==> src/rtl/fbaf_pkg.sv <==
`timescale 1ns / 1ps

package fbaf_pkg;

  localparam int DEF_TAPS           = 63;
  localparam int DEF_SAMPLE_RATE_HZ = 16000;
  localparam int DEF_COEF_FRAC_BITS = 17;

  localparam int LOW_CUT_HZ  = 50;
  localparam int HIGH_CUT_HZ = 300;

  localparam longint unsigned Q30_HALF_PI = 64'd1686629713;
  localparam longint unsigned Q30_PI      = 64'd3373259426;

  localparam int SAMPLE_W = 16;

  typedef enum logic [2:0] {
    S_IDLE,
    S_READ,
    S_PIPE1,
    S_PIPE2,
    S_DONE
  } fbaf_state_t;

  typedef struct packed {
    logic clear;
    logic rd_en;
    logic load;
    logic bypass;
  } fbaf_ctl_t;

endpackage

==> src/rtl/fbaf_coef_rom.sv <==
`timescale 1ns / 1ps

module fbaf_coef_rom import fbaf_pkg::*; #(
  parameter int TAPS           = DEF_TAPS,
  parameter int SAMPLE_RATE_HZ = DEF_SAMPLE_RATE_HZ,
  parameter int COEF_FRAC_BITS = DEF_COEF_FRAC_BITS
) (
  input  logic [$clog2(TAPS)-1:0]         tap,
  output logic signed [COEF_FRAC_BITS:0]  coef
);

  localparam int COEF_W = COEF_FRAC_BITS + 1;
  localparam longint unsigned SR64 = longint'(SAMPLE_RATE_HZ);
  localparam longint unsigned MID  = longint'(TAPS / 2);

  logic signed [COEF_W-1:0] coef_tab [TAPS];

  for (genvar j = 0; j < TAPS; j++) begin : g_tap
    localparam longint unsigned J = longint'(j);
    localparam longint unsigned A = (J >= MID) ? (J - MID) : (MID - J);

    // high cut sine, quarter turn reduction then taylor series in q30
    localparam longint unsigned NH  = (longint'(HIGH_CUT_HZ) * A) % SR64;
    localparam longint unsigned QH  = (64'd4 * NH) / SR64;
    localparam longint unsigned RH  = 64'd4 * NH - QH * SR64;
    localparam longint unsigned MH  = ((QH % 64'd2) == 64'd1) ? (SR64 - RH) : RH;
    localparam longint unsigned XH  = (MH * Q30_HALF_PI) / SR64;
    localparam longint unsigned X2H = (XH * XH) >> 30;
    localparam longint unsigned H1  = ((XH * X2H) >> 30) / 64'd6;
    localparam longint unsigned H2  = ((H1 * X2H) >> 30) / 64'd20;
    localparam longint unsigned H3  = ((H2 * X2H) >> 30) / 64'd42;
    localparam longint unsigned H4  = ((H3 * X2H) >> 30) / 64'd72;
    localparam longint unsigned H5  = ((H4 * X2H) >> 30) / 64'd110;
    localparam longint unsigned H6  = ((H5 * X2H) >> 30) / 64'd156;
    localparam longint unsigned H7  = ((H6 * X2H) >> 30) / 64'd210;
    localparam longint SH = longint'(XH) - longint'(H1) + longint'(H2) - longint'(H3)
                          + longint'(H4) - longint'(H5) + longint'(H6) - longint'(H7);
    localparam longint HI = (QH >= 64'd2) ? -SH : SH;

    // low cut sine
    localparam longint unsigned NL  = (longint'(LOW_CUT_HZ) * A) % SR64;
    localparam longint unsigned QL  = (64'd4 * NL) / SR64;
    localparam longint unsigned RL  = 64'd4 * NL - QL * SR64;
    localparam longint unsigned ML  = ((QL % 64'd2) == 64'd1) ? (SR64 - RL) : RL;
    localparam longint unsigned XL  = (ML * Q30_HALF_PI) / SR64;
    localparam longint unsigned X2L = (XL * XL) >> 30;
    localparam longint unsigned L1  = ((XL * X2L) >> 30) / 64'd6;
    localparam longint unsigned L2  = ((L1 * X2L) >> 30) / 64'd20;
    localparam longint unsigned L3  = ((L2 * X2L) >> 30) / 64'd42;
    localparam longint unsigned L4  = ((L3 * X2L) >> 30) / 64'd72;
    localparam longint unsigned L5  = ((L4 * X2L) >> 30) / 64'd110;
    localparam longint unsigned L6  = ((L5 * X2L) >> 30) / 64'd156;
    localparam longint unsigned L7  = ((L6 * X2L) >> 30) / 64'd210;
    localparam longint SL = longint'(XL) - longint'(L1) + longint'(L2) - longint'(L3)
                          + longint'(L4) - longint'(L5) + longint'(L6) - longint'(L7);
    localparam longint LO = (QL >= 64'd2) ? -SL : SL;

    localparam longint D = HI - LO;
    localparam longint unsigned MAG =
      longint'((D < 0) ? -D : D) << COEF_FRAC_BITS;
    localparam longint unsigned DEN = Q30_PI * ((A == 64'd0) ? 64'd1 : A);
    localparam longint unsigned V   = (MAG + DEN / 64'd2) / DEN;
    localparam longint unsigned CEN =
      ((longint'(2 * (HIGH_CUT_HZ - LOW_CUT_HZ)) << COEF_FRAC_BITS) + SR64 / 64'd2) / SR64;
    localparam longint C = (A == 64'd0) ? longint'(CEN) :
                           ((D < 0) ? -longint'(V) : longint'(V));

    assign coef_tab[j] = COEF_W'(C);
  end

  assign coef = coef_tab[tap];

endmodule

==> src/rtl/fbaf_delay_mem.sv <==
`timescale 1ns / 1ps

module fbaf_delay_mem import fbaf_pkg::*; #(
  parameter int TAPS = DEF_TAPS
) (
  input  logic                       clk,
  input  logic                       rst,
  input  logic                       we,
  input  logic [$clog2(TAPS)-1:0]    waddr,
  input  logic signed [SAMPLE_W-1:0] wdata,
  input  logic                       re,
  input  logic [$clog2(TAPS)-1:0]    raddr,
  output logic signed [SAMPLE_W-1:0] rdata
);

  logic signed [SAMPLE_W-1:0] mem [TAPS];
  logic [TAPS-1:0]            written;
  logic signed [SAMPLE_W-1:0] rdata_q;
  logic                       hit_q;

  always_ff @(posedge clk) begin
    if (we) begin
      mem[waddr] <= wdata;
    end
    if (re) begin
      rdata_q <= mem[raddr];
    end
  end

  // entries never written read as zero
  always_ff @(posedge clk) begin
    if (rst) begin
      written <= '0;
      hit_q   <= 1'b0;
    end else begin
      if (we) begin
        written[waddr] <= 1'b1;
      end
      if (re) begin
        hit_q <= written[raddr];
      end
    end
  end

  assign rdata = hit_q ? rdata_q : '0;

endmodule

==> src/rtl/fbaf_ctrl.sv <==
`timescale 1ns / 1ps

module fbaf_ctrl import fbaf_pkg::*; #(
  parameter int TAPS = DEF_TAPS
) (
  input  logic                    clk,
  input  logic                    rst,
  input  logic                    in_valid,
  output logic                    in_ready,
  input  logic                    filter_enable,
  input  logic                    out_free,
  output logic                    mem_we,
  output logic [$clog2(TAPS)-1:0] mem_waddr,
  output logic [$clog2(TAPS)-1:0] mem_raddr,
  output logic [$clog2(TAPS)-1:0] tap,
  output fbaf_ctl_t               ctl
);

  localparam int IDXW = $clog2(TAPS);
  localparam logic [IDXW-1:0] LAST = IDXW'(TAPS - 1);

  fbaf_state_t     state, state_next;
  logic [IDXW-1:0] wp;
  logic [IDXW-1:0] wp_dec;
  logic [IDXW-1:0] rd_addr;
  logic [IDXW-1:0] tap_cnt;
  logic            bypass;
  logic            accept;

  assign accept = in_valid && in_ready;
  assign wp_dec = (wp == '0) ? LAST : wp - 1'b1;

  always_ff @(posedge clk) begin
    if (rst) begin
      state   <= S_IDLE;
      wp      <= '0;
      rd_addr <= '0;
      tap_cnt <= '0;
      bypass  <= 1'b0;
    end else begin
      state <= state_next;
      if (accept) begin
        bypass <= !filter_enable;
        if (filter_enable) begin
          wp      <= wp_dec;
          rd_addr <= wp_dec;
          tap_cnt <= '0;
        end
      end else if (state == S_READ) begin
        rd_addr <= (rd_addr == LAST) ? '0 : rd_addr + 1'b1;
        tap_cnt <= tap_cnt + 1'b1;
      end
    end
  end

  always_comb begin
    state_next = state;
    unique case (state)
      S_IDLE:  if (accept) state_next = filter_enable ? S_READ : S_DONE;
      S_READ:  if (tap_cnt == LAST) state_next = S_PIPE1;
      S_PIPE1: state_next = S_PIPE2;
      S_PIPE2: state_next = S_DONE;
      S_DONE:  if (out_free) state_next = S_IDLE;
      default: state_next = S_IDLE;
    endcase
  end

  always_comb begin
    in_ready   = (state == S_IDLE);
    mem_we     = accept && filter_enable;
    mem_waddr  = wp_dec;
    mem_raddr  = rd_addr;
    tap        = tap_cnt;
    ctl.clear  = accept;
    ctl.rd_en  = (state == S_READ);
    ctl.load   = (state == S_DONE) && out_free;
    ctl.bypass = bypass;
  end

endmodule

==> src/rtl/fbaf_mac.sv <==
`timescale 1ns / 1ps

module fbaf_mac import fbaf_pkg::*; #(
  parameter int TAPS           = DEF_TAPS,
  parameter int COEF_FRAC_BITS = DEF_COEF_FRAC_BITS
) (
  input  logic                          clk,
  input  logic                          rst,
  input  fbaf_ctl_t                     ctl,
  input  logic signed [SAMPLE_W-1:0]    sample_in,
  input  logic                          block_end_in,
  input  logic signed [COEF_FRAC_BITS:0] coef,
  input  logic signed [SAMPLE_W-1:0]    rdata,
  input  logic                          out_ready,
  output logic                          out_valid,
  output logic signed [SAMPLE_W-1:0]    sample_out,
  output logic                          clipped,
  output logic                          block_end_out
);

  localparam int COEF_W = COEF_FRAC_BITS + 1;
  localparam int PROD_W = SAMPLE_W + COEF_W;
  localparam int ACC_W  = COEF_FRAC_BITS + SAMPLE_W + $clog2(TAPS) + 1;
  localparam int T_W    = ACC_W - COEF_FRAC_BITS;

  logic signed [COEF_W-1:0]   coef_q;
  logic signed [PROD_W-1:0]   prod;
  logic signed [ACC_W-1:0]    acc;
  logic                       rd_d1, rd_d2;
  logic signed [SAMPLE_W-1:0] sample_hold;
  logic                       block_end_hold;

  logic [ACC_W-1:0]           mag;
  logic [T_W-1:0]             t;
  logic                       sat;
  logic [SAMPLE_W-1:0]        res;

  always_ff @(posedge clk) begin
    if (rst) begin
      rd_d1 <= 1'b0;
      rd_d2 <= 1'b0;
    end else begin
      rd_d1 <= ctl.rd_en;
      rd_d2 <= rd_d1;
    end
  end

  always_ff @(posedge clk) begin
    if (ctl.clear) begin
      sample_hold    <= sample_in;
      block_end_hold <= block_end_in;
      acc            <= '0;
    end else if (rd_d2) begin
      acc <= acc + ACC_W'(prod);
    end
    if (ctl.rd_en) begin
      coef_q <= coef;
    end
    if (rd_d1) begin
      prod <= rdata * coef_q;
    end
  end

  // truncate toward zero, then saturate
  always_comb begin
    mag = acc[ACC_W-1] ? ACC_W'(-acc) : ACC_W'(acc);
    t   = mag[ACC_W-1:COEF_FRAC_BITS];
    if (acc[ACC_W-1]) begin
      sat = t > T_W'(32768);
      res = sat ? 16'h8000 : SAMPLE_W'(-t);
    end else begin
      sat = t > T_W'(32767);
      res = sat ? 16'h7fff : t[SAMPLE_W-1:0];
    end
  end

  always_ff @(posedge clk) begin
    if (rst) begin
      out_valid <= 1'b0;
    end else if (ctl.load) begin
      out_valid <= 1'b1;
    end else if (out_ready) begin
      out_valid <= 1'b0;
    end
  end

  always_ff @(posedge clk) begin
    if (ctl.load) begin
      sample_out    <= ctl.bypass ? sample_hold : res;
      clipped       <= ctl.bypass ? 1'b0 : sat;
      block_end_out <= block_end_hold;
    end
  end

endmodule

==> src/rtl/fir_bandpass_audio_filter_unit.sv <==
`timescale 1ns / 1ps

// Band-pass FIR for 16-bit audio: each word in gives one word out, the dot product of the
// last TAPS samples (newest first) with a fixed 50 Hz to 300 Hz sinc-difference table,
// truncated toward zero and saturated, with clipped set when saturation happened.
// The delay line sits in a single-port-read memory and one multiplier walks it one tap
// per cycle. A filtered word passes the READ, PIPE1, PIPE2 and DONE states before it
// reaches the output register, and the next word is taken the cycle after that.
// With filter_enable low a word goes straight to DONE and reaches the output register
// as soon as it is free; the next word waits for that, and the delay line is kept.
// The output register lets a new word in while the last result waits to be taken; a
// result that is still waiting when the next one is ready holds the block until it goes.

module fir_bandpass_audio_filter_unit import fbaf_pkg::*; #(
  parameter int TAPS           = DEF_TAPS,
  parameter int SAMPLE_RATE_HZ = DEF_SAMPLE_RATE_HZ,
  parameter int COEF_FRAC_BITS = DEF_COEF_FRAC_BITS
) (
  input  logic                       clk,
  input  logic                       rst,
  input  logic                       cfg_wr_en,
  input  logic                       cfg_wr_data,
  input  logic                       in_valid,
  output logic                       in_ready,
  input  logic signed [SAMPLE_W-1:0] sample_in,
  input  logic                       block_end_in,
  output logic                       out_valid,
  input  logic                       out_ready,
  output logic signed [SAMPLE_W-1:0] sample_out,
  output logic                       clipped,
  output logic                       block_end_out
);

  localparam int IDXW = $clog2(TAPS);

  logic                          filter_enable;
  logic                          out_free;
  logic                          mem_we;
  logic [IDXW-1:0]               mem_waddr;
  logic [IDXW-1:0]               mem_raddr;
  logic [IDXW-1:0]               tap;
  logic signed [COEF_FRAC_BITS:0] coef;
  logic signed [SAMPLE_W-1:0]    rdata;
  fbaf_ctl_t                     ctl;

  always_ff @(posedge clk) begin
    if (rst) begin
      filter_enable <= 1'b1;
    end else if (cfg_wr_en) begin
      filter_enable <= cfg_wr_data;
    end
  end

  assign out_free = !out_valid || out_ready;

  fbaf_ctrl #(
    .TAPS (TAPS)
  ) u_ctrl (
    .clk           (clk),
    .rst           (rst),
    .in_valid      (in_valid),
    .in_ready      (in_ready),
    .filter_enable (filter_enable),
    .out_free      (out_free),
    .mem_we        (mem_we),
    .mem_waddr     (mem_waddr),
    .mem_raddr     (mem_raddr),
    .tap           (tap),
    .ctl           (ctl)
  );

  fbaf_delay_mem #(
    .TAPS (TAPS)
  ) u_mem (
    .clk   (clk),
    .rst   (rst),
    .we    (mem_we),
    .waddr (mem_waddr),
    .wdata (sample_in),
    .re    (ctl.rd_en),
    .raddr (mem_raddr),
    .rdata (rdata)
  );

  fbaf_coef_rom #(
    .TAPS           (TAPS),
    .SAMPLE_RATE_HZ (SAMPLE_RATE_HZ),
    .COEF_FRAC_BITS (COEF_FRAC_BITS)
  ) u_rom (
    .tap  (tap),
    .coef (coef)
  );

  fbaf_mac #(
    .TAPS           (TAPS),
    .COEF_FRAC_BITS (COEF_FRAC_BITS)
  ) u_mac (
    .clk           (clk),
    .rst           (rst),
    .ctl           (ctl),
    .sample_in     (sample_in),
    .block_end_in  (block_end_in),
    .coef          (coef),
    .rdata         (rdata),
    .out_ready     (out_ready),
    .out_valid     (out_valid),
    .sample_out    (sample_out),
    .clipped       (clipped),
    .block_end_out (block_end_out)
  );

endmodule

==> config.mk <==
export PLATFORM = sky130hd
export DESIGN_NAME = fir_bandpass_audio_filter_unit
export DESIGN_NICKNAME = d
export VERILOG_FILES = /design/src/rtl/fbaf_pkg.sv /design/src/rtl/fbaf_coef_rom.sv /design/src/rtl/fbaf_delay_mem.sv /design/src/rtl/fbaf_ctrl.sv /design/src/rtl/fbaf_mac.sv /design/src/rtl/fir_bandpass_audio_filter_unit.sv
export SDC_FILE = /design/constraint.sdc
export NUM_CORES = 2
export LEC_CHECK = 0
export BUFFER_PORTS_ARGS = -buffer_cell sky130_fd_sc_hd__buf_2
export CAP_MARGIN = 15
export CORE_MARGIN = 3
export CORE_UTILIZATION = 50
export DETAILED_ROUTE_END_ITERATION = 8
export GPL_ROUTABILITY_DRIVEN = 0
export PLACE_DENSITY = 0.65
export SLEW_MARGIN = 20
export SYNTH_ARGS = -nofsm -noshare
export SYNTH_HDL_FRONTEND = slang
export SYNTH_SLANG_ARGS = --single-unit
==> constraint.sdc <==
create_clock -name clk -period 7.9 [get_ports clk]
set_clock_uncertainty 0.05 [all_clocks]
set_input_delay 1.185 -clock clk [delete_from_list [all_inputs] [get_ports clk]]
set_output_delay 1.185 -clock clk [all_outputs]
set_load 0.03 [all_outputs]
==> summary.md <==
| Metric | Value |
|---|---|
| Status | `complete, no violations` |
| Final wirelength | `roughly 140 mm` |
| Setup violations, final | `0` |
| Drt pass-1 iters | `8` |
| Worst-path clk slew | `roughly 60 ps` |
| Crit. End Element | `register` |
| CTS H-tree depth | `4` |
| I/O Buffers | `42` |
| Flop pwr share | `a little under half` |
| Routed WL per cell | `25.1 um` |
| Cts repair resizes | `0` |
| Layout cells sized above 1 | `18.8%` |
| Primary FF master, synth | `edfxtp_1` |
| Via count of the first global-routing pass | `34.1k` |
| Synth top area cells | `edfxtp_1 55%, mux4_2 13%, fa_1 8.2%` |
| Drt drc | `0` |
| GRT Overall Usage | `23.3%` |
| Syn avg cell area | `15.3 um^2` |
| PD cells | `236 mW/mm^2` |
| Power share of the combinational group | `14.8%` |
| Core region area | `0.120 mm^2` |
| Post-synthesis async set-or-reset flop share | `0%` |
| Post-synth EDFFs | `around 1.1k` |
| Layout area overhead | `11.1%` |
| Final core occ | `around 56%` |
| Multi-input gate area | `0.0230 mm^2` |
| WP data required | `between 8000 and 9000 ps` |
| P_sw | `0.00409 W` |
| TritonCTS buffer count | `around 130` |
| Post-route minimum period | `7180 ps` |
| Post-route ant nets | `0` |
| Reg area | `0.0359 mm^2` |
| Final cycle utilization of the critical path | `90.9%` |
| Cell with the most instances after synthesis | `edfxtp_1` |
| CP Max Fanout | `58` |
| DR iter-0 viols | `between 3k and 4k` |
| Worst slew margin | `37.9%` |
| CTS Sinks | `about 1.2k` |
| Post-Syn Area | `0.0606 mm^2` |
| Initial antenna violation count | `13` |
| Post-synth top area share | `between 50% and 60%` |
| Max_cap viols | `0` |
| WS Path Type | `reg2reg` |
| Via count | `34.3k` |
| Hold-fix buffers at CTS | `0` |
| Final Hold Fails | `0` |
| Clk pwr share | `38.3%` |
| Fillers | `9448` |
| TritonCTS clock tree | `done` |
| Register bit total from synthesis | `between 1k and 1.5k` |
| Sw Ratio | `between 20% and 30%` |
| Critical Path Start Type | `register` |
| Initial core utilization | `~50%` |
| Critical path arrival | `7630 ps` |
| Unrepaired setup endpoints after global routing | `no` |
| Syn nets | `approximately 4.4k` |
| Skew-Pair Late Insertion Delay | `750 ps` |
| Fin nets | `4443` |
| Die H | `354 um` |
| Setup repair bufs after CTS | `0` |
| I/O Pins | `43` |
| Sequential cell area fraction in the yosys report | `59.1%` |
| Vias per cell | `between 5 and 6` |
| Pin count of the biggest net entering global routing | `117` |
| Register-to-register setup slack | `720 ps` |
| Die Area | `0.125 mm^2` |
| Final Max Slew Viols | `0` |
| Highest clock rate | `about 0.14 GHz` |
| First-pass GRT wire length | `217 mm` |
| Root Driver | `clkbuf_16` |
| Row count | `127` |
| Horiz. Die Dim | `approximately 350 um` |
| Grt ovf | `0` |
| VDD IR max | `0.000259 V` |
| Leakage dissipation | `24.3 nW` |
| Cell accounting for the most synthesized area | `edfxtp_1` |
| Cells after synthesis | `3965` |
| Post-synth cell types | `81` |
| Post-DP HPWL | `88.3 mm` |
| Internal power | `0.0118 W` |
| Setup TNS Final | `0 ps` |
| Clock Path Buffers | `3` |
| Hold WC Path Type | `reg2reg` |
| Most instantiated cells after synthesis | `1107 x edfxtp_1, 342 x mux4_2, 319 x nor2_1` |
| Worst Tran Pin Value | `932 ps` |
| YS warnings | `0` |
cell usage in the layout (no fill, tap or decap), drive strengths merged, types with 9 or more instances in the layout:
cell       n
nand4     14
a21oi    114
ha       142
o21ba     12
or3       15
inv      311
bufinv    11
o22ai     15
a211oi    22
nor2b     26
edfxtp  1107
o31ai     12
a21o      55
xor2      27
nor4       9
xnor2     57
nor3      35
and2      16
fa       249
diode      9
dfxtp    130
o211ai    13
and3     127
nor2     319
mux2i     46
nand2    229
a31oi     27
nand3b    12
mux4     342
buf      138
nand3     40
clkbuf   169
o21ai    120
clkinv    49
nand2b     9
worst max-delay path: stages (launching register included):
cell	delay [ps]
dfxtp_2	630
buf_12	270
and2_1	420
nand2_1	150
fa_1	570
inv_1	60
fa_1	550
fa_1	440
fa_1	460
fa_1	490
inv_1	50
fa_1	470
inv_1	40
ha_1	310
and3_1	230
a311o_1	410
a21oi_1	490
o311ai_0	300
a31o_2	290
a21oi_1	160
xnor2_1	80
metrics by stage:
step / instances / hold WS [ps] / total power [W] / cell area (um^2) / setup slack, ps
2_1_floorplan: 3965 / 350 / 0.00915 / 60600 / 1320
3_3_place_gp: 5508 / 355 / 0.00995 / 63000 / 801
3_5_place_dp: 5508 / 358 / 0.00997 / 63000 / 721
4_1_cts: 5748 / 372 / 0.0160 / 67300 / 728
5_1_grt: 5748 / 376 / 0.0165 / 67300 / 295
6_report: 5757 / 369 / 0.0159 / 67400 / 718
flip-flops by register name (all words and copies together), names as in the netlist, 3 cells and up:
signal	flops
u_ctrl.mem_raddr	6
u_ctrl.state	3
u_ctrl.tap	6
u_ctrl.wp	6
u_mac.acc	40
u_mac.coef_q	14
u_mac.prod	34
u_mac.sample_hold	16
u_mac.sample_out	16
u_mem.mem	1008
u_mem.rdata_q	16
u_mem.written	63
per-layer routing:
| layer | share of wire (%) | up-vias | wire length (um) | global-route usage, % |
|---|---|---|---|---|
| li1 | - | 15000 | - | - |
| met5 | 0.021 | - | 30 | 0 |
| met4 | 3.2 | 4 | 4630 | 8.06 |
| met3 | 7.6 | 254 | 11000 | 5.16 |
| met1 | 40 | 17800 | 58000 | 31.6 |
| met2 | 49 | 1225 | 70800 | 37.4 |
cell families (layout without fill, tap and decap cells):
kind of cell / after synthesis / after routing / synth area share [%]
DFF: 1237 / 1237 / 59.1
buffers and inverters: 511 / 682 / 3.18
xor gates and xnor gates: 84 / 84 / 1.21
other: 0 / 9 / 0
muxes: 390 / 390 / 13.5
adders and majority gates: 391 / 391 / 11.2
AOI/OAI and AO/OA: 471 / 471 / 5.00
and+or+nand+nor: 881 / 881 / 6.82
layout make-up:
cell class / count / area share [%]
flip-flops and latches: 1237 / 53.2
multi-input cells: 2217 / 34.2
clock buffers: 169 / 5.29
well taps: 1612 / 2.99
inverters: 304 / 1.69
repair buffers: 138 / 1.53
clock inverters: 71 / 1.05
diodes: 9 / 0.0334
power by group through the flow:
stage	clock (W)	combinational (W)	sequential, W
floorplan	0	0.00166	0.00749
global placement	0	0.00233	0.00762
detailed placement	0	0.00234	0.00762
CTS	0.00621	0.00235	0.00748
global route	0.00647	0.00254	0.00750
finish	0.00609	0.00235	0.00748
worst paths after layout:
kind | from | endpoint | cells past startpoint
setup / recovery | u_mem.hit_q | u_mac.prod[33] | 20
hold / removal | u_mac.block_end_hold | u_mac.block_end_out | 0
setup reg to reg | u_mem.hit_q | u_mac.prod[33] | 20
hold reg to reg | u_mac.block_end_hold | u_mac.block_end_out | 0
(Power assumes the default switching activity.)
